<file path="src/hdl/four_level_page_table_walker_unit_macros.svh">
// Assertion macros shared by the page table walker RTL
`ifndef FOUR_LEVEL_PAGE_TABLE_WALKER_UNIT_MACROS_SVH
`define FOUR_LEVEL_PAGE_TABLE_WALKER_UNIT_MACROS_SVH
`ifndef NO_ASSERTIONS
// same-cycle implication, checked at every rising edge outside reset
`define PTW_ASSERT_IMPLIES(lbl, ante, cons, msg) \
	lbl: assert property (@(posedge clk) disable iff (!arst_n) (ante) |-> (cons)) \
		else $error(msg);
// next-cycle implication
`define PTW_ASSERT_NEXT(lbl, ante, cons, msg) \
	lbl: assert property (@(posedge clk) disable iff (!arst_n) (ante) |=> (cons)) \
		else $error(msg);
`else
`define PTW_ASSERT_IMPLIES(lbl, ante, cons, msg)
`define PTW_ASSERT_NEXT(lbl, ante, cons, msg)
`endif
`endif

</file>
<file path="src/hdl/ptw_pkg.sv">
// Shared constants, types and control word layout for the page table walker
`timescale 1ns / 1ps
`default_nettype none
package ptw_pkg;

	// store geometry
	localparam int TABLE_FRAMES      = 8;
	localparam int ENTRIES_PER_TABLE = 512;
	localparam int IDX_W             = $clog2(ENTRIES_PER_TABLE);
	localparam int FRAME_W           = (TABLE_FRAMES > 1) ? $clog2(TABLE_FRAMES) : 1;
	localparam int ADDR_W            = FRAME_W + IDX_W;
	localparam int STORE_DEPTH       = TABLE_FRAMES * ENTRIES_PER_TABLE;
	// allocation count and per-frame clear epoch (a frame is cleared at most once per alloc)
	localparam int CNT_W             = $clog2(TABLE_FRAMES + 1);
	localparam int EPOCH_W           = CNT_W;

	// field widths
	localparam int VA_W       = 48;
	localparam int PA_W       = 52;
	localparam int ENTRY_W    = 52;
	localparam int OFFSET_W   = 12;
	localparam int STATUS_W   = 2;
	localparam int ROOT_W     = 3;
	localparam int FIRST_W    = 4;
	localparam int FLAGS_W    = 12;
	localparam int CFG_IDX_W  = 2;
	localparam int CFG_DATA_W = 12;
	localparam int LEVEL_W    = 2;

	// virtual address index positions, top level first
	localparam int SHIFT_L0 = 39;
	localparam int SHIFT_L1 = 30;
	localparam int SHIFT_L2 = 21;
	localparam int SHIFT_L3 = 12;

	// last upper level before the leaf table
	localparam logic [LEVEL_W-1:0] LAST_UPPER = LEVEL_W'(2);

	// request mode
	localparam logic MODE_TRANSLATE = 1'b1;

	// configuration register indexes
	localparam logic [CFG_IDX_W-1:0] CFG_ROOT  = CFG_IDX_W'(0);
	localparam logic [CFG_IDX_W-1:0] CFG_FIRST = CFG_IDX_W'(1);
	localparam logic [CFG_IDX_W-1:0] CFG_FLAGS = CFG_IDX_W'(2);

	typedef enum logic [STATUS_W-1:0] {
		ST_OK         = 2'd0,
		ST_NOT_MAPPED = 2'd1,
		ST_NO_FRAMES  = 2'd2,
		ST_OUTSIDE    = 2'd3
	} status_t;

	// microcode step addresses
	localparam int STEP_W = 5;
	typedef logic [STEP_W-1:0] step_t;
	localparam step_t S_IDLE      = step_t'(0);
	localparam step_t S_ROOT      = step_t'(1);
	localparam step_t S_READ      = step_t'(2);
	localparam step_t S_TEST      = step_t'(3);
	localparam step_t S_DESCEND   = step_t'(4);
	localparam step_t S_NEXT      = step_t'(5);
	localparam step_t S_LEAF      = step_t'(6);
	localparam step_t S_MAP_LEAF  = step_t'(7);
	localparam step_t S_LEAF_RD   = step_t'(8);
	localparam step_t S_LEAF_OUT  = step_t'(9);
	localparam step_t S_ZERO      = step_t'(10);
	localparam step_t S_ALLOC_CHK = step_t'(11);
	localparam step_t S_ALLOC     = step_t'(12);
	localparam step_t S_LINK      = step_t'(13);
	localparam step_t S_FIN_OUT   = step_t'(14);
	localparam step_t S_FIN_NOMAP = step_t'(15);
	localparam step_t S_FIN_NOFR  = step_t'(16);

	// jump conditions
	typedef enum logic [3:0] {
		C_NEVER,
		C_ALWAYS,
		C_NO_INPUT,
		C_ROOT_BAD,
		C_ZERO,
		C_ENTRY_BAD,
		C_MORE_LEVELS,
		C_TRANSLATE,
		C_NO_FRAME
	} cond_sel_t;

	typedef enum logic [1:0] {
		MEM_NONE,
		MEM_READ,
		MEM_WR_LINK,
		MEM_WR_LEAF
	} mem_op_t;

	typedef enum logic [1:0] {
		TBL_HOLD,
		TBL_ROOT,
		TBL_ENTRY,
		TBL_ALLOC
	} tbl_op_t;

	// one microinstruction
	typedef struct packed {
		cond_sel_t cond;
		step_t     target;
		mem_op_t   mem_op;
		tbl_op_t   tbl_op;
		logic      lvl_inc;
		logic      alloc;
		logic      fin;
		status_t   fin_status;
		logic      tlb;
	} ctl_t;

	// datapath status seen by the sequencer
	typedef struct packed {
		logic clearing;
		logic out_full;
		logic root_bad;
		logic zero;
		logic entry_bad;
		logic more_levels;
		logic translate;
		logic no_frame;
	} cond_flags_t;

	// single-port store access
	typedef struct packed {
		logic               re;
		logic               we;
		logic [ADDR_W-1:0]  addr;
		logic [ENTRY_W-1:0] wdata;
		logic [EPOCH_W-1:0] wtag;
	} store_req_t;

endpackage
`default_nettype wire

</file>
<file path="src/hdl/ptw_sequencer.sv">
// Microcode sequencer: step counter, control ROM and conditional jumps
`timescale 1ns / 1ps
`default_nettype none
`include "four_level_page_table_walker_unit_macros.svh"
module ptw_sequencer (
	input  logic                  clk,
	input  logic                  arst_n,
	input  logic                  in_valid,
	output logic                  in_stall,
	output logic                  in_take,
	input  ptw_pkg::cond_flags_t  flags,
	output ptw_pkg::ctl_t         ctl
);
	import ptw_pkg::*;

	localparam ctl_t CTL_NOP = '{
		cond: C_NEVER, target: S_IDLE, mem_op: MEM_NONE, tbl_op: TBL_HOLD,
		lvl_inc: 1'b0, alloc: 1'b0, fin: 1'b0, fin_status: ST_OK, tlb: 1'b0
	};

	// control ROM
	function automatic ctl_t ucode(input step_t s);
		ctl_t w;
		w = CTL_NOP;
		case (s)
			S_IDLE: begin
				w.cond = C_NO_INPUT; w.target = S_IDLE;
			end
			S_ROOT: begin
				w.cond = C_ROOT_BAD; w.target = S_FIN_OUT; w.tbl_op = TBL_ROOT;
			end
			S_READ: begin
				w.mem_op = MEM_READ;
			end
			S_TEST: begin
				w.cond = C_ZERO; w.target = S_ZERO;
			end
			S_DESCEND: begin
				w.cond = C_ENTRY_BAD; w.target = S_FIN_OUT; w.tbl_op = TBL_ENTRY;
			end
			S_NEXT: begin
				w.cond = C_MORE_LEVELS; w.target = S_READ; w.lvl_inc = 1'b1;
			end
			S_LEAF: begin
				w.cond = C_TRANSLATE; w.target = S_LEAF_RD;
			end
			S_MAP_LEAF: begin
				w.cond = C_ALWAYS; w.target = S_IDLE; w.mem_op = MEM_WR_LEAF;
				w.fin = 1'b1; w.fin_status = ST_OK; w.tlb = 1'b1;
			end
			S_LEAF_RD: begin
				w.mem_op = MEM_READ;
			end
			S_LEAF_OUT: begin
				w.cond = C_ALWAYS; w.target = S_IDLE; w.fin = 1'b1; w.fin_status = ST_OK;
			end
			S_ZERO: begin
				w.cond = C_TRANSLATE; w.target = S_FIN_NOMAP;
			end
			S_ALLOC_CHK: begin
				w.cond = C_NO_FRAME; w.target = S_FIN_NOFR;
			end
			S_ALLOC: begin
				w.alloc = 1'b1;
			end
			S_LINK: begin
				w.cond = C_ALWAYS; w.target = S_NEXT;
				w.mem_op = MEM_WR_LINK; w.tbl_op = TBL_ALLOC;
			end
			S_FIN_OUT: begin
				w.cond = C_ALWAYS; w.target = S_IDLE; w.fin = 1'b1; w.fin_status = ST_OUTSIDE;
			end
			S_FIN_NOMAP: begin
				w.cond = C_ALWAYS; w.target = S_IDLE; w.fin = 1'b1;
				w.fin_status = ST_NOT_MAPPED;
			end
			S_FIN_NOFR: begin
				w.cond = C_ALWAYS; w.target = S_IDLE; w.fin = 1'b1;
				w.fin_status = ST_NO_FRAMES;
			end
			default: begin
				w.cond = C_ALWAYS; w.target = S_IDLE;
			end
		endcase
		return w;
	endfunction

	step_t step_q;
	step_t step_d;
	ctl_t  word;
	logic  hit;
	logic  hold;

	assign word     = ucode(step_q);
	assign in_take  = (step_q == S_IDLE) && in_valid && !flags.clearing;
	assign in_stall = (step_q != S_IDLE) || flags.clearing;

	// jump condition select
	always_comb begin
		case (word.cond)
			C_NEVER:       hit = 1'b0;
			C_ALWAYS:      hit = 1'b1;
			C_NO_INPUT:    hit = !in_take;
			C_ROOT_BAD:    hit = flags.root_bad;
			C_ZERO:        hit = flags.zero;
			C_ENTRY_BAD:   hit = flags.entry_bad;
			C_MORE_LEVELS: hit = flags.more_levels;
			C_TRANSLATE:   hit = flags.translate;
			C_NO_FRAME:    hit = flags.no_frame;
			default:       hit = 1'b0;
		endcase
	end

	// a finishing step waits while the result register is still held
	assign hold = word.fin && flags.out_full;
	assign ctl  = hold ? CTL_NOP : word;

	always_comb begin
		if (hold) begin
			step_d = step_q;
		end else if (hit) begin
			step_d = word.target;
		end else begin
			step_d = step_q + step_t'(1);
		end
	end

	always_ff @(posedge clk or negedge arst_n) begin
		if (!arst_n) begin
			step_q <= S_IDLE;
		end else begin
			step_q <= step_d;
		end
	end

	`PTW_ASSERT_NEXT(a_take_starts_walk, in_take, step_q == S_ROOT, "accepted request did not start walk")
	`PTW_ASSERT_IMPLIES(a_fin_has_room, ctl.fin, !flags.out_full, "result overwrote held result")

endmodule
`default_nettype wire

</file>
<file path="config.mk">
export PLATFORM = sky130hd
export DESIGN_NAME = ptw_sequencer
export DESIGN_NICKNAME = d
export VERILOG_FILES = /design/src/hdl/ptw_pkg.sv /design/src/hdl/ptw_sequencer.sv
export VERILOG_INCLUDE_DIRS = /design/src /design/src/hdl
export SDC_FILE = /design/constraint.sdc
export NUM_CORES = 1
export LEC_CHECK = 0
export BUFFER_PORTS_ARGS = -buffer_cell sky130_fd_sc_hd__buf_2
export CAP_MARGIN = 15
export CORE_MARGIN = 4
export CORE_UTILIZATION = 35
export CTS_BUF_LIST = sky130_fd_sc_hd__clkbuf_8
export CTS_CLUSTER_DIAMETER = 200
export DETAILED_ROUTE_END_ITERATION = 7
export GPL_ROUTABILITY_DRIVEN = 0
export MAX_ROUTING_LAYER = met4
export SLEW_MARGIN = 10
export SYNTH_ARGS = -nofsm -noshare
export SYNTH_HDL_FRONTEND = slang
export SYNTH_SLANG_ARGS = --single-unit
</file>
<file path="constraint.sdc">
create_clock -name clk -period 6.4 [get_ports clk]
set_input_delay 0.32 -clock clk [delete_from_list [all_inputs] [get_ports clk]]
set_output_delay 0.32 -clock clk [all_outputs]
set_load 0.05 [all_outputs]
</file>
==> flow_summary.yaml <==
final_layout:
  largest_reg_flops: 5
  nNetsFinal: 176
  drive_above_1_share_pct: 28.9
  area_growth_pct: 19.2
  antenna_cells: 0
  reg_top3: "step_q x5"
  n_fill_cell: 269
  top_register: "step_q"
logic_synthesis:
  synthSimpleGateAreaFrac_pct: 28.8
  synth_top_family_by_area: "compound AO/OA/AOI/OAI gates"
  async_reset_ff_share_pct: 100
  yosys_warnings: 0
  synth_top_cell_by_area: "dfrtp_1"
  netlist_area_um2: 983
  yosys_register_bits: 5
  synth_fa_ha_area_share_pct: 6.36
  netlist-cell-type-count: 48
  syn_avg_cell_area_um2: 7.39
  synth_cells: 133
  synth_top_area_share_pct: 12.7
  synth_mux_area_share_pct: 10.9
  synth_compound_area_share_pct: 32.2
  synth_most_common_cell: "nor2_1"
  synth_xor_area_share_pct: 0
  yosysSeqAreaShare_pct: 12.7
  synth_edf_count: 0
  synth_commonest_cells: "17 x nor2_1, 10 x a21oi_1, 10 x nand2_1"
  yosys-top-cells-area: "dfrtp_1 13%, mux2i_1 7.1%, nor2_1 6.5%"
  syn-num-nets: 149
  synth-main-ff-cell: "dfrtp_1"
floorplan:
  die_w_um: 61.0
  core_um2: 2570
  boundaryPins: 32
  dieArea_um2: 3720
  initial_utilization_pct: 38.3
  die_h_um: 61.0
  row_count: 18
route:
  drt_iter0_drc: 51
  wirelength_mm: 2.73
  vias_per_cell: 5.70
  vias: 1077
  wl_per_cell_um: 14.5
  drc: 0
  firstDrtPassIters: 4
  ant_nets: 0
critical_path:
  required_ps: 6080
  path_cells: "inv_1 > ha_1 > nand2_1 > a211oi_1 > a21oi_1 > nor2b_1 > buf_4 > nor2_1 > nand2_1 > nor3b_1 > buf_2"
  critPathSlowestCell: "dfrtp_1"
  start_kind: "flip-flop"
  cp.arrival_ps: 2660
  end_kind: "output pin"
  max_stage_delay_ps: 430
  cp_common_cell: "nand2_1"
  critPathKind: "reg -> out"
  crit_fanout: 20
outcome:
  status: "completed"
timing:
  min_period_over_period_pct: 46.5
  max_freq_mhz: 336
  tns_ps: 0
  drv_slew: 0
  relSlewSlack_pct: 57.4
  period_needed_ps: 2980
  clock_skew_ps: 2.30
  final-setup-viol-count: 0
  rsz0062_at_grt: "no"
  max_slew.worst_pin.slew_ps: 639
  hold_viol_final: 0
global_routing:
  grt_pass1_wl_mm: 4.69
  grt_max_degree: 24
  antenna_found_initial: 0
  grt.overflow.total: 0
  grt_pass1_vias: 1037
  grt_usage_pct: 16.9
placement:
  place_hpwl_mm: 2.13
  port_buffers: 31
flow_run:
  maxCapViolations: 0
clock_network:
  cts-root-buf: "clkbuf_8"
  cts_setup_buffers: 0
  clockBufferDepth: 2
  clk_latency_ps: 220
  cts_max_level: 1
  cts_tree: "built"
  numCtsBuffers: 3
  cts_sinks: 5
  cts_resized: 0
  ctsHoldBuffers: 1
  clk_pin_slew_ps: 40
hold_path:
  min_path_type: "in -> async"
-- layout make-up --
cell class                      count  area (µm²)  area share, %
Timing Repair Buffer               33         173           14.7
Sequential cell                     5         125           10.7
Tap cell                           30        37.5           3.20
Inverter                            6        22.5           1.92
Clock inverter                      1        3.75          0.320
Clock buffer                        3        41.3           3.52
Multi-Input combinational cell    111         769           65.6
-- cell families after synthesis --
| logic type | after synthesis |
|---|---|
| AO/OA/AOI/OAI | 39 |
| adder cells (fa/ha/maj) | 5 |
| buffers and inverters | 17 |
| flip-flops | 5 |
| multiplexers | 10 |
| AND/OR/NAND/NOR | 57 |
-- stage by stage --
stage / utilization [%] / area, µm² / setup WS [ps] / instances / hold slack [ps]
floorplan: - / 983 / 3110 / 133 / 24.4
global placement: 43.5 / 1120 / 3730 / 184 / 139
detailed placement: 43.5 / 1120 / 3650 / 184 / 140
CTS: 45.7 / 1170 / 3400 / 189 / 445
global route: 45.7 / 1170 / 3100 / 189 / 478
finish: 45.7 / 1170 / 3420 / 189 / 446
-- layer usage --
metal | GRT usage (%) | vias up | part of all wire (%)
met3 | 0.851 | 4 | 6.3
met4 | 7.12 | 0 | 1.5
li1 | - | 532 | -
met1 | 22.1 | 503 | 44
met5 | - | - | 0
met2 | 26.9 | 38 | 48
-- placed cells by master, fill, tap and decap left out, types with 2 or more instances in the layout --
cell | synthesis | routed
a211oi_1 | 2 | 2
a21oi_1 | 10 | 10
and2_1 | 3 | 3
and3_1 | 4 | 4
buf_2 | 5 | 31
clkbuf_8 | 0 | 3
dfrtp_1 | 5 | 5
ha_1 | 5 | 5
inv_1 | 6 | 7
mux2i_1 | 7 | 7
nand2_1 | 10 | 10
nand2b_1 | 4 | 4
nand3_1 | 4 | 4
nor2_1 | 17 | 17
nor2b_1 | 5 | 5
nor3_1 | 4 | 4
nor4_1 | 2 | 2
o21ai_0 | 6 | 6
o2bb2ai_1 | 2 | 2
-- critical path, delay by kind of cell, from the launching register on --
family	cells	cell delay (ps)
AND/OR/NAND/NOR	5	730
buffers and inverters	3	590
flip-flops	1	430
AO/OA/AOI/OAI	2	370
adder cells (fa/ha/maj)	1	330
-- path summary, 6_finish.rpt --
check / startpoint / end / cells past startpoint / slack (ps)
setup / recovery: step_q[0]$_DFFE_PN0N_ / ctl[6] / 11 / 3420
hold / removal: arst_n / step_q[3]$_DFFE_PN0N_ / 2 / 450
setup reg to reg: step_q[2]$_DFFE_PN0N_ / step_q[2]$_DFFE_PN0N_ / 6 / 3670
hold reg to reg: step_q[1]$_DFFE_PN0N_ / step_q[1]$_DFFE_PN0N_ / 2 / 590
max in group asynchronous: arst_n / step_q[1]$_DFFE_PN0N_ / 2 / 5820
min in group clk: step_q[1]$_DFFE_PN0N_ / step_q[1]$_DFFE_PN0N_ / 2 / 590
Power is left out: the tool's default activity adds up to more than one toggle a clock period on the data nets, which glitch-free logic cannot reach.
