### src/hdl/four_level_page_table_walker_unit_macros.svh
// Assertion macros shared by the page table walker RTL
`ifndef FOUR_LEVEL_PAGE_TABLE_WALKER_UNIT_MACROS_SVH
`define FOUR_LEVEL_PAGE_TABLE_WALKER_UNIT_MACROS_SVH
`ifndef NO_ASSERTIONS
// same-cycle implication, checked at every rising edge outside reset
`define PTW_ASSERT_IMPLIES(lbl, ante, cons, msg) \
	lbl: assert property (@(posedge clk) disable iff (!arst_n) (ante) |-> (cons)) \
		else $error(msg);
// next-cycle implication
`define PTW_ASSERT_NEXT(lbl, ante, cons, msg) \
	lbl: assert property (@(posedge clk) disable iff (!arst_n) (ante) |=> (cons)) \
		else $error(msg);
`else
`define PTW_ASSERT_IMPLIES(lbl, ante, cons, msg)
`define PTW_ASSERT_NEXT(lbl, ante, cons, msg)
`endif
`endif

### src/hdl/ptw_pkg.sv
// Shared constants, types and control word layout for the page table walker
`timescale 1ns / 1ps
`default_nettype none
package ptw_pkg;

	// store geometry
	localparam int TABLE_FRAMES      = 8;
	localparam int ENTRIES_PER_TABLE = 512;
	localparam int IDX_W             = $clog2(ENTRIES_PER_TABLE);
	localparam int FRAME_W           = (TABLE_FRAMES > 1) ? $clog2(TABLE_FRAMES) : 1;
	localparam int ADDR_W            = FRAME_W + IDX_W;
	localparam int STORE_DEPTH       = TABLE_FRAMES * ENTRIES_PER_TABLE;
	// allocation count and per-frame clear epoch (a frame is cleared at most once per alloc)
	localparam int CNT_W             = $clog2(TABLE_FRAMES + 1);
	localparam int EPOCH_W           = CNT_W;

	// field widths
	localparam int VA_W       = 48;
	localparam int PA_W       = 52;
	localparam int ENTRY_W    = 52;
	localparam int OFFSET_W   = 12;
	localparam int STATUS_W   = 2;
	localparam int ROOT_W     = 3;
	localparam int FIRST_W    = 4;
	localparam int FLAGS_W    = 12;
	localparam int CFG_IDX_W  = 2;
	localparam int CFG_DATA_W = 12;
	localparam int LEVEL_W    = 2;

	// virtual address index positions, top level first
	localparam int SHIFT_L0 = 39;
	localparam int SHIFT_L1 = 30;
	localparam int SHIFT_L2 = 21;
	localparam int SHIFT_L3 = 12;

	// last upper level before the leaf table
	localparam logic [LEVEL_W-1:0] LAST_UPPER = LEVEL_W'(2);

	// request mode
	localparam logic MODE_TRANSLATE = 1'b1;

	// configuration register indexes
	localparam logic [CFG_IDX_W-1:0] CFG_ROOT  = CFG_IDX_W'(0);
	localparam logic [CFG_IDX_W-1:0] CFG_FIRST = CFG_IDX_W'(1);
	localparam logic [CFG_IDX_W-1:0] CFG_FLAGS = CFG_IDX_W'(2);

	typedef enum logic [STATUS_W-1:0] {
		ST_OK         = 2'd0,
		ST_NOT_MAPPED = 2'd1,
		ST_NO_FRAMES  = 2'd2,
		ST_OUTSIDE    = 2'd3
	} status_t;

	// microcode step addresses
	localparam int STEP_W = 5;
	typedef logic [STEP_W-1:0] step_t;
	localparam step_t S_IDLE      = step_t'(0);
	localparam step_t S_ROOT      = step_t'(1);
	localparam step_t S_READ      = step_t'(2);
	localparam step_t S_TEST      = step_t'(3);
	localparam step_t S_DESCEND   = step_t'(4);
	localparam step_t S_NEXT      = step_t'(5);
	localparam step_t S_LEAF      = step_t'(6);
	localparam step_t S_MAP_LEAF  = step_t'(7);
	localparam step_t S_LEAF_RD   = step_t'(8);
	localparam step_t S_LEAF_OUT  = step_t'(9);
	localparam step_t S_ZERO      = step_t'(10);
	localparam step_t S_ALLOC_CHK = step_t'(11);
	localparam step_t S_ALLOC     = step_t'(12);
	localparam step_t S_LINK      = step_t'(13);
	localparam step_t S_FIN_OUT   = step_t'(14);
	localparam step_t S_FIN_NOMAP = step_t'(15);
	localparam step_t S_FIN_NOFR  = step_t'(16);

	// jump conditions
	typedef enum logic [3:0] {
		C_NEVER,
		C_ALWAYS,
		C_NO_INPUT,
		C_ROOT_BAD,
		C_ZERO,
		C_ENTRY_BAD,
		C_MORE_LEVELS,
		C_TRANSLATE,
		C_NO_FRAME
	} cond_sel_t;

	typedef enum logic [1:0] {
		MEM_NONE,
		MEM_READ,
		MEM_WR_LINK,
		MEM_WR_LEAF
	} mem_op_t;

	typedef enum logic [1:0] {
		TBL_HOLD,
		TBL_ROOT,
		TBL_ENTRY,
		TBL_ALLOC
	} tbl_op_t;

	// one microinstruction
	typedef struct packed {
		cond_sel_t cond;
		step_t     target;
		mem_op_t   mem_op;
		tbl_op_t   tbl_op;
		logic      lvl_inc;
		logic      alloc;
		logic      fin;
		status_t   fin_status;
		logic      tlb;
	} ctl_t;

	// datapath status seen by the sequencer
	typedef struct packed {
		logic clearing;
		logic out_full;
		logic root_bad;
		logic zero;
		logic entry_bad;
		logic more_levels;
		logic translate;
		logic no_frame;
	} cond_flags_t;

	// single-port store access
	typedef struct packed {
		logic               re;
		logic               we;
		logic [ADDR_W-1:0]  addr;
		logic [ENTRY_W-1:0] wdata;
		logic [EPOCH_W-1:0] wtag;
	} store_req_t;

endpackage
`default_nettype wire

### src/hdl/ptw_datapath.sv
// Walker datapath: config registers, walk registers, allocator, epochs, result register
`timescale 1ns / 1ps
`default_nettype none
`include "four_level_page_table_walker_unit_macros.svh"
module ptw_datapath (
	input  logic                            clk,
	input  logic                            arst_n,
	// configuration
	input  logic                            cfg_valid,
	output logic                            cfg_ready,
	input  logic [ptw_pkg::CFG_IDX_W-1:0]   cfg_index,
	input  logic [ptw_pkg::CFG_DATA_W-1:0]  cfg_data,
	// request payload
	input  logic                            in_take,
	input  logic                            mode,
	input  logic [ptw_pkg::VA_W-1:0]        virtual_address,
	input  logic [ptw_pkg::PA_W-1:0]        physical_address,
	// sequencer link
	input  ptw_pkg::ctl_t                   ctl,
	output ptw_pkg::cond_flags_t            flags,
	// store link
	output ptw_pkg::store_req_t             store_req,
	input  logic [ptw_pkg::ENTRY_W-1:0]     rd_data,
	input  logic [ptw_pkg::EPOCH_W-1:0]     rd_tag,
	input  logic                            store_busy,
	// result
	output logic                            out_valid,
	input  logic                            out_stall,
	output logic [ptw_pkg::STATUS_W-1:0]    status,
	output logic [ptw_pkg::PA_W-1:0]        translated_address,
	output logic                            tlb_invalidate
);
	import ptw_pkg::*;

	logic [ROOT_W-1:0]        root_q;
	logic [FIRST_W-1:0]       first_q;
	logic [FLAGS_W-1:0]       flags_q;
	logic                     mode_q;
	logic [VA_W-1:0]          va_q;
	logic [PA_W-1:0]          pa_q;
	logic [FRAME_W-1:0]       table_q;
	logic [FRAME_W-1:0]       alloc_q;
	logic [LEVEL_W-1:0]       lvl_q;
	logic [CNT_W-1:0]         count_q;
	logic [EPOCH_W-1:0]       epoch_q [TABLE_FRAMES];
	logic                     out_valid_q;
	status_t                  status_q;
	logic [PA_W-1:0]          trans_q;
	logic                     tlb_q;

	logic [IDX_W-1:0]         idx;
	logic [ENTRY_W-1:0]       entry;
	logic [ENTRY_W-OFFSET_W-1:0] entry_frame;
	logic [31:0]              nf_sum;
	logic [FRAME_W-1:0]       nf_frame;
	logic                     translate;

	assign cfg_ready = 1'b1;

	// configuration writes; indexes past the list are dropped
	always_ff @(posedge clk or negedge arst_n) begin
		if (!arst_n) begin
			root_q  <= '0;
			first_q <= FIRST_W'(1);
			flags_q <= FLAGS_W'(3);
		end else if (cfg_valid) begin
			case (cfg_index)
				CFG_ROOT:  root_q  <= cfg_data[ROOT_W-1:0];
				CFG_FIRST: first_q <= cfg_data[FIRST_W-1:0];
				CFG_FLAGS: flags_q <= cfg_data[FLAGS_W-1:0];
				default: ;
			endcase
		end
	end

	// request capture
	always_ff @(posedge clk) begin
		if (in_take) begin
			mode_q <= mode;
			va_q   <= virtual_address;
			pa_q   <= physical_address;
		end
	end

	assign translate = (mode_q == MODE_TRANSLATE);

	// table index for the current level
	always_comb begin
		case (lvl_q)
			2'd0:    idx = va_q[SHIFT_L0 +: IDX_W];
			2'd1:    idx = va_q[SHIFT_L1 +: IDX_W];
			2'd2:    idx = va_q[SHIFT_L2 +: IDX_W];
			default: idx = va_q[SHIFT_L3 +: IDX_W];
		endcase
	end

	// an entry written before its frame's last clear reads as zero
	assign entry       = (rd_tag == epoch_q[table_q]) ? rd_data : '0;
	assign entry_frame = entry[ENTRY_W-1:OFFSET_W];

	// bump allocator candidate
	assign nf_sum   = 32'(first_q) + 32'(count_q);
	assign nf_frame = nf_sum[FRAME_W-1:0];

	// branch conditions
	always_comb begin
		flags.clearing    = store_busy;
		flags.out_full    = out_valid_q && out_stall;
		flags.root_bad    = !(32'(root_q) < 32'(TABLE_FRAMES));
		flags.zero        = (entry == '0);
		flags.entry_bad   = !(64'(entry_frame) < 64'(TABLE_FRAMES));
		flags.more_levels = (lvl_q != LAST_UPPER);
		flags.translate   = translate;
		flags.no_frame    = !(nf_sum < 32'(TABLE_FRAMES));
	end

	// store access
	always_comb begin
		store_req.re    = (ctl.mem_op == MEM_READ);
		store_req.we    = (ctl.mem_op == MEM_WR_LINK) || (ctl.mem_op == MEM_WR_LEAF);
		store_req.addr  = {table_q, idx};
		store_req.wtag  = epoch_q[table_q];
		if (ctl.mem_op == MEM_WR_LINK) begin
			store_req.wdata = ENTRY_W'({alloc_q, {OFFSET_W{1'b0}}}) | ENTRY_W'(flags_q);
		end else begin
			store_req.wdata = pa_q | ENTRY_W'(flags_q);
		end
	end

	// walk position
	always_ff @(posedge clk or negedge arst_n) begin
		if (!arst_n) begin
			table_q <= '0;
			lvl_q   <= '0;
		end else begin
			case (ctl.tbl_op)
				TBL_ROOT: begin
					table_q <= FRAME_W'(root_q);
					lvl_q   <= '0;
				end
				TBL_ENTRY: table_q <= FRAME_W'(entry_frame);
				TBL_ALLOC: table_q <= alloc_q;
				default: ;
			endcase
			if (ctl.lvl_inc) begin
				lvl_q <= lvl_q + LEVEL_W'(1);
			end
		end
	end

	// allocator: clearing a frame is a bump of its epoch
	always_ff @(posedge clk or negedge arst_n) begin
		if (!arst_n) begin
			count_q <= '0;
			alloc_q <= '0;
			epoch_q <= '{default: '0};
		end else if (ctl.alloc) begin
			count_q           <= count_q + CNT_W'(1);
			alloc_q           <= nf_frame;
			epoch_q[nf_frame] <= epoch_q[nf_frame] + EPOCH_W'(1);
		end
	end

	// result register
	always_ff @(posedge clk or negedge arst_n) begin
		if (!arst_n) begin
			out_valid_q <= 1'b0;
		end else if (ctl.fin) begin
			out_valid_q <= 1'b1;
		end else if (!out_stall) begin
			out_valid_q <= 1'b0;
		end
	end

	always_ff @(posedge clk) begin
		if (ctl.fin) begin
			status_q <= ctl.fin_status;
			tlb_q    <= ctl.tlb;
			if ((ctl.fin_status == ST_OK) && translate) begin
				trans_q <= {entry_frame, va_q[OFFSET_W-1:0]};
			end else begin
				trans_q <= '0;
			end
		end
	end

	assign out_valid          = out_valid_q;
	assign status             = status_q;
	assign translated_address = trans_q;
	assign tlb_invalidate     = tlb_q;

	`PTW_ASSERT_IMPLIES(a_alloc_in_range, ctl.alloc, !flags.no_frame, "allocation past last frame")
	`PTW_ASSERT_IMPLIES(a_count_bound, 1'b1, 32'(count_q) <= 32'(TABLE_FRAMES), "allocation count overflow")

endmodule
`default_nettype wire

### config.mk
export PLATFORM = sky130hd
export DESIGN_NAME = ptw_datapath
export DESIGN_NICKNAME = d
export VERILOG_FILES = /design/src/hdl/ptw_pkg.sv /design/src/hdl/ptw_datapath.sv
export VERILOG_INCLUDE_DIRS = /design/src /design/src/hdl
export SDC_FILE = /design/constraint.sdc
export NUM_CORES = 1
export LEC_CHECK = 0
export BUFFER_PORTS_ARGS = -buffer_cell sky130_fd_sc_hd__buf_2
export CAP_MARGIN = 20
export CORE_ASPECT_RATIO = 1.4
export CORE_MARGIN = 2
export CORE_UTILIZATION = 50
export CTS_CLUSTER_SIZE = 16
export DETAILED_ROUTE_END_ITERATION = 10
export PLACE_DENSITY = 0.8
export SYNTH_ARGS = -nofsm -noshare
export SYNTH_HDL_FRONTEND = slang
export SYNTH_SLANG_ARGS = --single-unit
### constraint.sdc
create_clock -name clk -period 3.3 [get_ports clk]
set_input_delay 0.495 -clock clk [delete_from_list [all_inputs] [get_ports clk]]
set_output_delay 0.495 -clock clk [all_outputs]
set_load 0.01 [all_outputs]
==> results_tabular.tex, run 1 <==
\begin{tabular}{lr}
\hline
Metric & Value \\
\hline
\multicolumn{2}{l}{\textbf{Placement}} \\
\quad Placed standard-cell area & about 0.011 sq mm \\
\quad Port-buffer cells & around 320 \\
\quad Final HPWL from detailed placement & between 15,000 and 20,000 um \\
\quad Gp weighted congestion & roughly 0.8 \\
\multicolumn{2}{l}{\textbf{Detailed routing}} \\
\quad DR vias & between 6,000 and 7,000 \\
\quad Routed length per placed instance & roughly 18 um \\
\quad Number of DRC markers in iteration 0 & between 200 and 300 \\
\quad Drt drc & 0 \\
\quad Total routed wirelength & between 20,000 and 25,000 um \\
\quad Detail Route Antenna Nets & 0 \\
\quad Number of optimization iterations in the first detailed-route pass & 5 \\
\quad Vias per cell & approximately 5.2 \\
\multicolumn{2}{l}{\textbf{Synthesis}} \\
\quad Commonest register cell after synthesis & edfxtp\_1 \\
\quad Syn\_nets & 797 \\
\quad Syn avg cell area & approximately 16 sq um \\
\quad Sequential cell area fraction in the yosys report & 0.685 \\
\quad Cell variety after synth & 45 \\
\quad Flip-flop and latch count after synthesis & 220 \\
\quad Synthesized netlist cell count & 590 \\
\quad Number of synthesized flops with an enable pin & $\sim$160 \\
\quad Post-synth design cell area & around 0.009 sq mm \\
\quad Asr flop ratio synth & 0.291 \\
\quad Synthesis warning total & 0 \\
\multicolumn{2}{l}{\textbf{STA}} \\
\quad Total Negative Setup Slacks & 0 ns \\
\quad Shortest clock period the worst path allows after layout & approximately 3.2 ns \\
\quad Final setup violating endpoints & 0 \\
\quad Number of max-slew violations in the final report & 0 \\
\quad Final Hold Vio Count & 0 \\
\quad Unrepaired setup endpoints after global routing & no \\
\quad Max-Slew Margin vs Limit & 0.389 \\
\quad Transition at the pin with the smallest max-transition slack & 0.917 ns \\
\quad Clock tree skew after final layout & 0.0165 ns \\
\quad Peak Freq & 313 MHz \\
\quad Ratio of final minimum period to clock period & 0.969 \\
\multicolumn{2}{l}{\textbf{Finish}} \\
\quad Final std cell area, no fill & approximately 0.012 sq mm \\
\quad Most common cell after layout, fill and taps aside & buf\_2 \\
\quad Share of layout cells above drive strength 1 & 0.447 \\
\quad Most used cells in the layout excluding fill and tap cells & buf\_2 (316), edfxtp\_1 (156), and2\_1 (90), dfrtp\_1 (60), mux2\_2 (31) \\
\quad \# fillers & about 1,400 \\
\quad Synth-to-Final Area Change & 28.1\% \\
\quad Post-Route Utilization & 0.654 \\
\quad \# diodes & 0 \\
\quad Number of nets at the end of the flow & 1,121 \\
\multicolumn{2}{l}{\textbf{Hold path}} \\
\quad Worst hold path type & input port to flip-flop \\
\quad Hold path startpoint & physical\_address[8] \\
\quad Endpoint of the worst hold path & pa\_q[8] \\
\quad Cell depth of the worst min-delay path & 1 \\
\multicolumn{2}{l}{\textbf{Clock tree}} \\
\quad Clock slew at the register clock pins of the worst setup and hold paths & $\sim$0.06 ns \\
\quad Longest Clk Path Bufs & 3 \\
\quad Worst-Skew Late Latency & about 0.50 ns \\
\quad CTS HTree Levels & 1 \\
\quad CTS sink count & 220 \\
\quad Num CTS Buffers & 22 \\
\quad TritonCTS clock tree & yes \\
\quad Clock root buffer master & clkbuf\_16 \\
\multicolumn{2}{l}{\textbf{Global route}} \\
\quad Most utilized layer in the global route result & met2 \\
\quad Met2 Track Usage GR & 0.415 \\
\quad Met3 Use GR & 0.0545 \\
\quad Number of global-route vias before repair & roughly 6,400 \\
\quad Number of antenna violations at the first check in global routing & 0 \\
\quad GRT Resource Usage Total & 0.216 \\
\quad Wire length of the first global-routing pass & 32,600 um \\
\quad Congestion Overflow GR & 0 \\
\quad Global routing usage on met1 & 0.222 \\
\quad Maximum number of pins on one net before global-route repair & between 100 and 150 \\
\multicolumn{2}{l}{\textbf{Die}} \\
\quad I/O pin count & approximately 330 \\
\quad Area of the die & between 0.015 and 0.02 sq mm \\
\quad Area of the placeable core & between 0.015 and 0.02 sq mm \\
\quad Width of the die & about 120 um \\
\quad Initial standard-cell utilization of the core & 0.510 \\
\quad Site row count & a little under 60 \\
\quad Vertical die dimension & 164 um \\
\multicolumn{2}{l}{\textbf{Flow run}} \\
\quad Maxcap violations & 0 \\
\multicolumn{2}{l}{\textbf{Setup path}} \\
\quad Reg-to-reg endpoint & epoch\_q[22] \\
\quad Maximum net fanout on the critical path & 3 \\
\quad Depth of the worst register-to-register path & 7 \\
\quad Worst R2R Setup Slack & $\sim$0.19 ns \\
\quad Startpoint of the most critical register-to-register path & count\_q[0] \\
\quad Classification of the worst setup path & flip-flop to output pin \\
\quad WP data required & roughly 2.8 ns \\
\quad Startpoint type of the worst setup path & flip-flop \\
\quad Nature of the critical path endpoint & output pin \\
\quad Arrival time of the worst setup path & 2.70 ns \\
\multicolumn{2}{l}{\textbf{Power}} \\
\quad Peak supply drop & $\sim$450 uV \\
\quad Pwr/cell area & roughly 750 mW/mm\^{}2 \\
\quad Static power due to leakage & 5.17 nW \\
\multicolumn{2}{l}{\textbf{Status}} \\
\quad Result of the run & finished clean \\
\hline
\end{tabular}
## layout make-up
cell class	count	area (sq um)	area share
Clock buffer	24	579	0.0493
Sequential cell	220	6290	0.535
Inverter	17	63.8	0.00543
Timing Repair Buffer	331	1710	0.145
Tap cell	240	300	0.0255
Multi-Input combinational cell	322	2650	0.225
Clock inverter	16	169	0.0144
## layer usage
layer / routed length [um] / vias up
li1: - / 2823
met5: 0 / -
met2: 11800 / 317
met4: 756 / 0
met3: 1810 / 46
met1: 7220 / 2905
## through the flow
| stage | hold WS [ns] | setup WS, ns | instances | power, W |
|---|---|---|---|---|
| 2_1_floorplan | 0.199 | 0.353 | 590 | 0.00537 |
| 3_3_place_gp | 0.464 | 0.304 | 1127 | 0.00623 |
| 3_5_place_dp | 0.476 | 0.209 | 1127 | 0.00633 |
| 4_1_cts | 0.153 | 0.0314 | 1169 | 0.00889 |
| 5_1_grt | 0.152 | 0.00743 | 1170 | 0.00927 |
| 6_report | 0.169 | 0.104 | 1170 | 0.00882 |
## worst max-delay path, cell delays in order (launching register included)
cell      delay, ns
dfrtp_2        0.43
mux4_2         0.50
mux2_2         0.29
xnor2_1        0.21
nand3_1        0.15
nand3b_1       0.25
a41o_1         0.24
buf_2          0.13
## cells in the mapped netlist, types with 2 or more instances
cell type,n,area share
edfxtp_1,156,0.51
and2_1,90,0.061
dfrtp_1,61,0.17
mux2_2,31,0.038
mux2_1,26,0.032
mux2i_1,25,0.027
clkbuf_1,17,0.0070
inv_1,15,0.0061
nand2_1,15,0.0061
a21o_1,13,0.011
nor2_1,11,0.0045
nor4_1,11,0.0075
ha_1,10,0.014
mux4_2,10,0.025
a222oi_1,9,0.0098
a21oi_1,7,0.0038
xnor2_1,7,0.0067
nand3b_1,6,0.0049
nor3b_1,6,0.0049
o21ai_1,6,0.0033
buf_4,5,0.0041
buf_6,5,0.0061
nand3_1,5,0.0027
nand4_1,4,0.0027
nor2b_1,4,0.0027
nor3_1,4,0.0022
a22oi_1,3,0.0025
and3_1,3,0.0020
buf_2,3,0.0016
dfstp_2,3,0.0086
o21ai_0,3,0.0016
conb_1,2,0.00082
xor2_1,2,0.0019
## sequential cells by signal, indices dropped and copies added, names as in the netlist
| name | count |
|---|---|
| first_q | 4 |
| alloc_q | 3 |
| status | 2 |
| va_q | 48 |
| flags_q | 12 |
| count_q | 4 |
| root_q | 3 |
| table_q | 3 |
| mode_q | 1 |
| pa_q | 52 |
| epoch_q | 32 |
| tlb_invalidate | 1 |
| lvl_q | 2 |
| translated_address | 52 |
| out_valid | 1 |
## what timing repair did
item / CTS / global route
setup endpoints to repair: 2 / 1
gates resized for setup: 1 / 0
cloned: 0 / 0
buffers inserted: 1 / 1
hold buffers: 1 / 0
hold endpoints to repair: 16 / 0
## worst max-delay path by stage
stage,start,end,slack (ns)
2_1_floorplan,count_q[0],epoch_q[10],0.35
3_3_place_gp,count_q[0],epoch_q[22],0.30
3_5_place_dp,count_q[0],epoch_q[6],0.21
4_1_cts,table_q[0],flags[4],0.03
5_1_grt,table_q[0],flags[4],0.007
6_report,table_q[0],flags[4],0.10
## cells by family (layout without fill, tap and decap cells)
logic type	count (synthesis)	after routing	synth area share
other	2	2	0.000818
buffers and inverters	48	388	0.0262
AND/OR/NAND/NOR	164	164	0.106
multiplexers	92	92	0.122
adder cells (fa/ha/maj)	11	11	0.0158
flip-flops	220	220	0.685
XOR/XNOR	10	10	0.0104
AO/OA/AOI/OAI	43	43	0.0337
## report_power, final
group,internal [W],total [W],switching [W]
Clock,0.00151,0.00253,0.00102
Sequential,0.00341,0.00368,0.000267
Combinational,0.00123,0.00261,0.00138
(Power assumes the default switching activity.)
==> run 2: changes to the inputs <==
==> constraint.sdc (replaced) <==
create_clock -name clk -period 3.3 [get_ports clk]
set_input_delay 0.33 -clock clk [delete_from_list [all_inputs] [get_ports clk]]
set_output_delay 0.33 -clock clk [all_outputs]
set_load 0.01 [all_outputs]
==> results_tabular.tex, run 2 (synthesized netlist as in run 1, its figures left out) <==
\begin{tabular}{lr}
\hline
Metric & Value \\
\hline
\multicolumn{2}{l}{\textbf{Status}} \\
\quad Result of the run & finished clean \\
\multicolumn{2}{l}{\textbf{STA}} \\
\quad Final Hold Vio Count & 0 (unchanged) \\
\quad Unrepaired setup endpoints after global routing & no \\
\quad Total Negative Setup Slacks & 0 ns (unchanged) \\
\quad Max-Slew Margin vs Limit & 0.414 (+0.0249) \\
\quad Number of max-slew violations in the final report & 0 (unchanged) \\
\quad Final setup violating endpoints & 0 (unchanged) \\
\quad Peak Freq & 319 MHz (+1.8\%) \\
\quad Final worst-path setup slack & 0.162 ns (+0.0579 ns) \\
\quad Transition at the pin with the smallest max-transition slack & 0.880 ns (-0.0374 ns) \\
\quad Shortest clock period the worst path allows after layout & 3.14 ns (-0.0579 ns) \\
\quad Ratio of final minimum period to clock period & 0.951 (-0.0175) \\
\quad Clock tree skew after final layout & 0.0163 ns (-0.000235 ns) \\
\multicolumn{2}{l}{\textbf{Die}} \\
\quad Initial standard-cell utilization of the core & 0.510 (unchanged) \\
\quad Width of the die & 119 um (unchanged) \\
\quad I/O pin count & 331 (unchanged) \\
\quad Vertical die dimension & 164 um (unchanged) \\
\quad Area of the die & 0.0195 sq mm (unchanged) \\
\quad Area of the placeable core & 0.0180 sq mm (unchanged) \\
\quad Site row count & 58 (unchanged) \\
\multicolumn{2}{l}{\textbf{Finish}} \\
\quad Share of layout cells above drive strength 1 & 0.413 (-0.0342) \\
\quad Number of nets at the end of the flow & 1,199 (+7.0\%) \\
\quad Most common cell after layout, fill and taps aside & buf\_2 \\
\quad Synth-to-Final Area Change & 35.8\% \\
\quad Post-route insts no fill & 1,248 (+6.7\%) \\
\quad Most used cells in the layout excluding fill and tap cells & buf\_2 (316), edfxtp\_1 (156), and2\_1 (90), dlygate4sd3\_1 (77), dfrtp\_1 (60) \\
\multicolumn{2}{l}{\textbf{Detailed routing}} \\
\quad Drt drc & 0 (unchanged) \\
\quad DR vias & 6,499 (+6.7\%) \\
\quad Detail Route Antenna Nets & 0 (unchanged) \\
\quad Number of DRC markers in iteration 0 & 359 (+21\%) \\
\quad Routed length per placed instance & 19.8 um (+7.2\%) \\
\quad Number of optimization iterations in the first detailed-route pass & 7 (+2) \\
\quad Vias per cell & 5.21 (about the same) \\
\quad Total routed wirelength & 24,700 um (+14\%) \\
\multicolumn{2}{l}{\textbf{Setup path}} \\
\quad Reg-to-reg endpoint & epoch\_q[2] \\
\quad Worst R2R Setup Slack & 0.21 ns (+0.02 ns) \\
\quad Top Family by Delay on Critical Path & multiplexers \\
\quad Depth of the worst register-to-register path & 11 (+4) \\
\quad Classification of the worst setup path & flip-flop to output pin \\
\quad Startpoint type of the worst setup path & flip-flop \\
\quad Path length in cells of the critical path & 7 (unchanged) \\
\quad WP data required & 2.97 ns (+0.17 ns) \\
\quad Maximum net fanout on the critical path & 5 (+2) \\
\quad Worst path max stage delay & 0.50 ns (about the same) \\
\quad Worst Setup EP & flags[4] \\
\quad Arrival time of the worst setup path & 2.81 ns (+0.11 ns) \\
\quad Buf+Inv Stages, Crit Path & 1 (unchanged) \\
\quad Startpoint of the most critical register-to-register path & count\_q[0] \\
\quad Nature of the critical path endpoint & output pin \\
\quad Chain of cells forming the critical path & mux4\_2, mux2\_2, xnor2\_1, nand3\_1, nand3b\_1, a41o\_1, buf\_2 \\
\quad Cell type of the slowest stage on the worst timing path & mux4\_2 \\
\quad First element of the critical path & table\_q[0] \\
\multicolumn{2}{l}{\textbf{Global route}} \\
\quad Number of global-route vias before repair & 6,949 (+9.2\%) \\
\quad Maximum number of pins on one net before global-route repair & 43 (-58\%) \\
\quad Wire length of the first global-routing pass & 36,500 um (+12\%) \\
\quad GRT Resource Usage Total & 0.245 (+0.0286) \\
\quad Congestion Overflow GR & 0 (unchanged) \\
\quad Number of antenna violations at the first check in global routing & 0 (unchanged) \\
\multicolumn{2}{l}{\textbf{Power}} \\
\quad NetSw & 0.00273 W (+2.4\%) \\
\quad Switch share & 0.309 (+0.00689) \\
\quad Pwr/cell area & 709 mW/mm\^{}2 (-5.5\%) \\
\quad Sequential power share & 0.417 (about the same) \\
\quad Share of power burned in combinational logic & 0.315 (+0.019) \\
\quad Internal Power & 0.00610 W (-0.83\%) \\
\quad Fraction of power consumed by the clock network & 0.268 (-0.019) \\
\quad Peak supply drop & 548 uV (+21\%) \\
\quad Static power due to leakage & 5.48 nW (+5.9\%) \\
\multicolumn{2}{l}{\textbf{Placement}} \\
\quad Gp weighted congestion & 0.841 (+2.0\%) \\
\quad Post-placement setup slack & 0.143 ns (-0.0668 ns) \\
\quad Port-buffer cells & 317 (unchanged) \\
\quad Final HPWL from detailed placement & 16,300 um (-0.29\%) \\
\quad Placed Cells incl. Taps & 1,130 (+0.27\%) \\
\multicolumn{2}{l}{\textbf{Clock tree}} \\
\quad Num CTS Buffers & 21 (-4.5\%) \\
\quad Clock root buffer master & clkbuf\_16 \\
\quad Worst-Skew Late Latency & 0.50 ns (about the same) \\
\quad CTS HTree Levels & 1 (unchanged) \\
\quad TritonCTS clock tree & yes \\
\quad Clock slew at the register clock pins of the worst setup and hold paths & 0.07 ns (about the same) \\
\quad CTS sink count & 220 (unchanged) \\
\quad Longest Clk Path Bufs & 3 (unchanged) \\
\multicolumn{2}{l}{\textbf{Hold path}} \\
\quad Worst hold path type & input port to flip-flop \\
\quad Hold path startpoint & ctl[0] \\
\multicolumn{2}{l}{\textbf{Flow run}} \\
\quad Maxcap violations & 0 (unchanged) \\
\hline
\end{tabular}
run 2: changes by cell type in the layout (fill, tap and decap cells not counted), moves of 2 or more:
cell / change
dlygate4sd3_1: +76
clkinvlp_4: -2
clkinv_2: +2
buf_4: +4
clkbuf_16: -2
run 2: final cells by class:
cell class / count / area (sq um)
inverters: 17 / 63.8
flip-flops and latches: 220 / 6290
clock buffers: 24 / 547
diodes: 1 / 2.50
repair buffers: 410 / 2480
clock inverters: 14 / 120
multi-input cells: 322 / 2660
well taps: 240 / 300
fillers: 1238 / 5540
run 2: layer usage:
layer	GRT usage	up-vias	part of all wire
met3	0.0604	68	0.079
li1	-	2973	-
met4	0.127	0	0.049
met5	0	-	0
met1	0.260	3108	0.35
met2	0.451	350	0.52
run 2: power by group through the flow:
stage | Combinational [W] | Sequential (W) | Clock, W
CTS | 0.00271 | 0.00368 | 0.00237
detailed placement | 0.00262 | 0.00373 | 0
finish | 0.00278 | 0.00369 | 0.00237
global route | 0.00303 | 0.00374 | 0.00251
global placement | 0.00257 | 0.00371 | 0
floorplan | 0.00172 | 0.00365 | 0
run 2: timing repair:
item	CTS	global route
endpoints found under the setup margin	0	9
hold buffers	68	9
hold endpoints to repair	98	9
resized for setup	0	2
buffers inserted	0	2
run 2: stage by stage:
step	total power, W	utilization	hold WS, ns	cell area, sq um
CTS	0.00876	0.686	0.000306	12300
global placement	0.00628	0.611	0.446	11000
floorplan	0.00537	-	0.0344	9180
detailed placement	0.00636	0.611	0.456	11000
finish	0.00884	0.692	0.0138	12500
global route	0.00928	0.692	0.00312	12500
run 2: how the worst min path moves through the flow:
stage	slack (ns)	depth (start not counted)	end
detailed placement	0.46	1	epoch_q[30]
finish	0.01	1	tlb_invalidate
global placement	0.45	1	epoch_q[22]
CTS	0.0003	1	pa_q[3]
floorplan	0.03	0	alloc_q[0]
global route	0.003	1	pa_q[8]
==> run 3: changes to the inputs <==
--- a/config.mk
+++ b/config.mk
@@ -8,7 +8,7 @@
 export LEC_CHECK = 0
 export BUFFER_PORTS_ARGS = -buffer_cell sky130_fd_sc_hd__buf_2
 export CAP_MARGIN = 20
-export CORE_ASPECT_RATIO = 1.4
+export CORE_ASPECT_RATIO = 0.5
 export CORE_MARGIN = 2
 export CORE_UTILIZATION = 50
 export CTS_CLUSTER_SIZE = 16
==> results_tabular.tex, run 3 (synthesized netlist as in run 1, its figures left out) <==
\begin{tabular}{lr}
\hline
Metric & Value \\
\hline
\multicolumn{2}{l}{\textbf{Status}} \\
\quad Result of the run & finished clean \\
\multicolumn{2}{l}{\textbf{Power}} \\
\quad Peak supply drop & 384 uV (-30\%) \\
\quad Sequential power share & 0.424 (+0.007) \\
\quad NetSw & 0.00268 W (-1.9\%) \\
\quad Pwr/cell area & 718 mW/mm\^{}2 (+1.2\%) \\
\quad Fraction of power consumed by the clock network & 0.260 (-0.008) \\
\quad Switch share & 0.311 (+0.00118) \\
\quad Internal Power & 0.00596 W (-2.4\%) \\
\quad Share of power burned in combinational logic & 0.315 (about the same) \\
\quad Static power due to leakage & 5.29 nW (-3.4\%) \\
\quad Total Power Consumption & 0.00864 W (-2.2\%) \\
\multicolumn{2}{l}{\textbf{Finish}} \\
\quad Most common cell after layout, fill and taps aside & buf\_2 \\
\quad Most used cells in the layout excluding fill and tap cells & buf\_2 (316), edfxtp\_1 (156), and2\_1 (90), dfrtp\_1 (59), dlygate4sd3\_1 (36) \\
\quad Number of nets at the end of the flow & 1,157 (-3.5\%) \\
\quad \# fillers & 1,193 (-3.6\%) \\
\quad Share of layout cells above drive strength 1 & 0.430 (+0.0174) \\
\quad Synth-to-Final Area Change & 31.1\% \\
\multicolumn{2}{l}{\textbf{Die}} \\
\quad Area of the placeable core & 0.0177 sq mm (-1.9\%) \\
\quad Width of the die & 196 um (+65\%) \\
\quad I/O pin count & 331 (unchanged) \\
\quad Site row count & 34 (-41\%) \\
\quad Area of the die & 0.0195 sq mm (+0.26\%) \\
\quad Vertical die dimension & 99.8 um (-39\%) \\
\quad Initial standard-cell utilization of the core & 0.520 (+0.00990) \\
\multicolumn{2}{l}{\textbf{Setup path}} \\
\quad Arrival time of the worst setup path & 2.80 ns (about the same) \\
\quad Maximum net fanout on the critical path & 4 (-1) \\
\quad WP data required & 2.97 ns (about the same) \\
\quad Nature of the critical path endpoint & output pin \\
\quad Chain of cells forming the critical path & mux4\_2, mux2\_2, xnor2\_2, nand3\_1, nand3b\_1, a41o\_1, buf\_2 \\
\quad Buf+Inv Stages, Crit Path & 1 (unchanged) \\
\quad Startpoint type of the worst setup path & flip-flop \\
\quad Classification of the worst setup path & flip-flop to output pin \\
\quad Top Family by Delay on Critical Path & multiplexers \\
\quad Cell type of the slowest stage on the worst timing path & mux4\_2 \\
\quad Worst path max stage delay & 0.51 ns (about the same) \\
\multicolumn{2}{l}{\textbf{Detailed routing}} \\
\quad Number of optimization iterations in the first detailed-route pass & 5 (-2) \\
\quad Detail Route Antenna Nets & 0 (unchanged) \\
\quad DR vias & 6,311 (-2.9\%) \\
\quad Total routed wirelength & 23,300 um (-5.6\%) \\
\quad Routed length per placed instance & 19.4 um (-2.0\%) \\
\quad Drt drc & 0 (unchanged) \\
\quad Vias per cell & 5.25 (+0.82\%) \\
\quad Number of DRC markers in iteration 0 & 455 (+27\%) \\
\multicolumn{2}{l}{\textbf{Placement}} \\
\quad Port-buffer cells & 317 (unchanged) \\
\quad Final HPWL from detailed placement & 16,300 um (about the same) \\
\quad Gp weighted congestion & 0.838 (-0.32\%) \\
\multicolumn{2}{l}{\textbf{Flow run}} \\
\quad Maxcap violations & 0 (unchanged) \\
\multicolumn{2}{l}{\textbf{STA}} \\
\quad Unrepaired setup endpoints after global routing & no \\
\quad Ratio of final minimum period to clock period & 0.949 (-0.00192) \\
\quad Final setup violating endpoints & 0 (unchanged) \\
\quad Clock tree skew after final layout & 0.00883 ns (-0.00747 ns) \\
\quad Max-Slew Margin vs Limit & 0.353 (-0.0609) \\
\quad Final Hold Vio Count & 0 (unchanged) \\
\quad Total Negative Setup Slacks & 0 ns (unchanged) \\
\quad Peak Freq & 319 MHz (+0.20\%) \\
\quad Transition at the pin with the smallest max-transition slack & 0.971 ns (+0.0913 ns) \\
\quad Shortest clock period the worst path allows after layout & 3.13 ns (-0.00634 ns) \\
\quad Number of max-slew violations in the final report & 0 (unchanged) \\
\multicolumn{2}{l}{\textbf{Clock tree}} \\
\quad Clock slew at the register clock pins of the worst setup and hold paths & 0.07 ns (about the same) \\
\quad Longest Clk Path Bufs & 3 (unchanged) \\
\quad CTS sink count & 220 (unchanged) \\
\quad Clock root buffer master & clkbuf\_16 \\
\quad Worst-Skew Late Latency & 0.49 ns (about the same) \\
\quad TritonCTS clock tree & yes \\
\quad Num CTS Buffers & 20 (-4.8\%) \\
\quad CTS HTree Levels & 1 (unchanged) \\
\multicolumn{2}{l}{\textbf{Global route}} \\
\quad GRT Resource Usage Total & 0.228 (-0.0172) \\
\quad Wire length of the first global-routing pass & 34,100 um (-6.5\%) \\
\quad Number of global-route vias before repair & 6,435 (-7.4\%) \\
\quad Number of antenna violations at the first check in global routing & 2 (+2) \\
\quad Maximum number of pins on one net before global-route repair & 102 (+140\%) \\
\quad Congestion Overflow GR & 0 (unchanged) \\
\multicolumn{2}{l}{\textbf{Hold path}} \\
\quad Worst hold path type & input port to flip-flop \\
\hline
\end{tabular}
[run 3: path summary, 6_finish.rpt]
check                                      from     endpoint  slack (ns)  cells past startpoint
setup / recovery                     table_q[0]     flags[4]        0.17                      7
hold / removal             physical_address[49]     pa_q[49]        0.01                      1
min in group asynchronous                arst_n   first_q[2]        0.36                      2
hold reg to reg                      count_q[3]   count_q[3]        0.48                      1
max in group asynchronous                arst_n   table_q[0]        1.95                      3
setup reg to reg                     count_q[0]  epoch_q[18]        0.34                     10
[run 3: per-layer routing]
| metal | vias up | wire, um | global-route usage |
|---|---|---|---|
| met3 | 53 | 1520 | 0.0632 |
| met5 | - | 0 | 0 |
| li1 | 2891 | - | - |
| met2 | 232 | 12300 | 0.399 |
| met4 | 0 | 661 | 0.0810 |
| met1 | 3135 | 8870 | 0.276 |
[run 3: stage by stage]
stage / instance area (sq um) / setup slack (ns) / instances / utilization / hold slack (ns)
2_1_floorplan: 9180 / 0.353 / 590 / - / 0.0344
3_3_place_gp: 11000 / 0.290 / 1123 / 0.623 / 0.336
3_5_place_dp: 11000 / 0.227 / 1123 / 0.623 / 0.349
4_1_cts: 11700 / 0.0278 / 1166 / 0.662 / 0.000191
5_1_grt: 12000 / 0.0607 / 1199 / 0.681 / 0.000122
6_report: 12000 / 0.168 / 1202 / 0.682 / 0.0149
[run 3: timing repair]
action,CTS,global route
hold buffers,7,29
buffers inserted,0,2
endpoints found under the hold margin,30,29
setup endpoints to repair,0,10
resized for setup,0,4
[run 3: power by group through the flow]
stage / logic (W) / registers [W] / clock network (W)
global route: 0.00296 / 0.00372 / 0.00241
detailed placement: 0.00261 / 0.00372 / 0
floorplan: 0.00172 / 0.00365 / 0
CTS: 0.00264 / 0.00366 / 0.00228
global placement: 0.00253 / 0.00369 / 0
finish: 0.00272 / 0.00367 / 0.00225
[run 3: layout make-up]
class / count / area (sq um) / share of cell area
inverter: 17 / 63.8 / 0.00530
clock inverter: 10 / 77.6 / 0.00645
antenna: 4 / 10.0 / 0.000832
tap: 234 / 293 / 0.0243
sequential: 220 / 6290 / 0.523
multi-input combinational: 322 / 2660 / 0.221
timing repair buffer: 369 / 2090 / 0.174
clock buffer: 26 / 544 / 0.0452
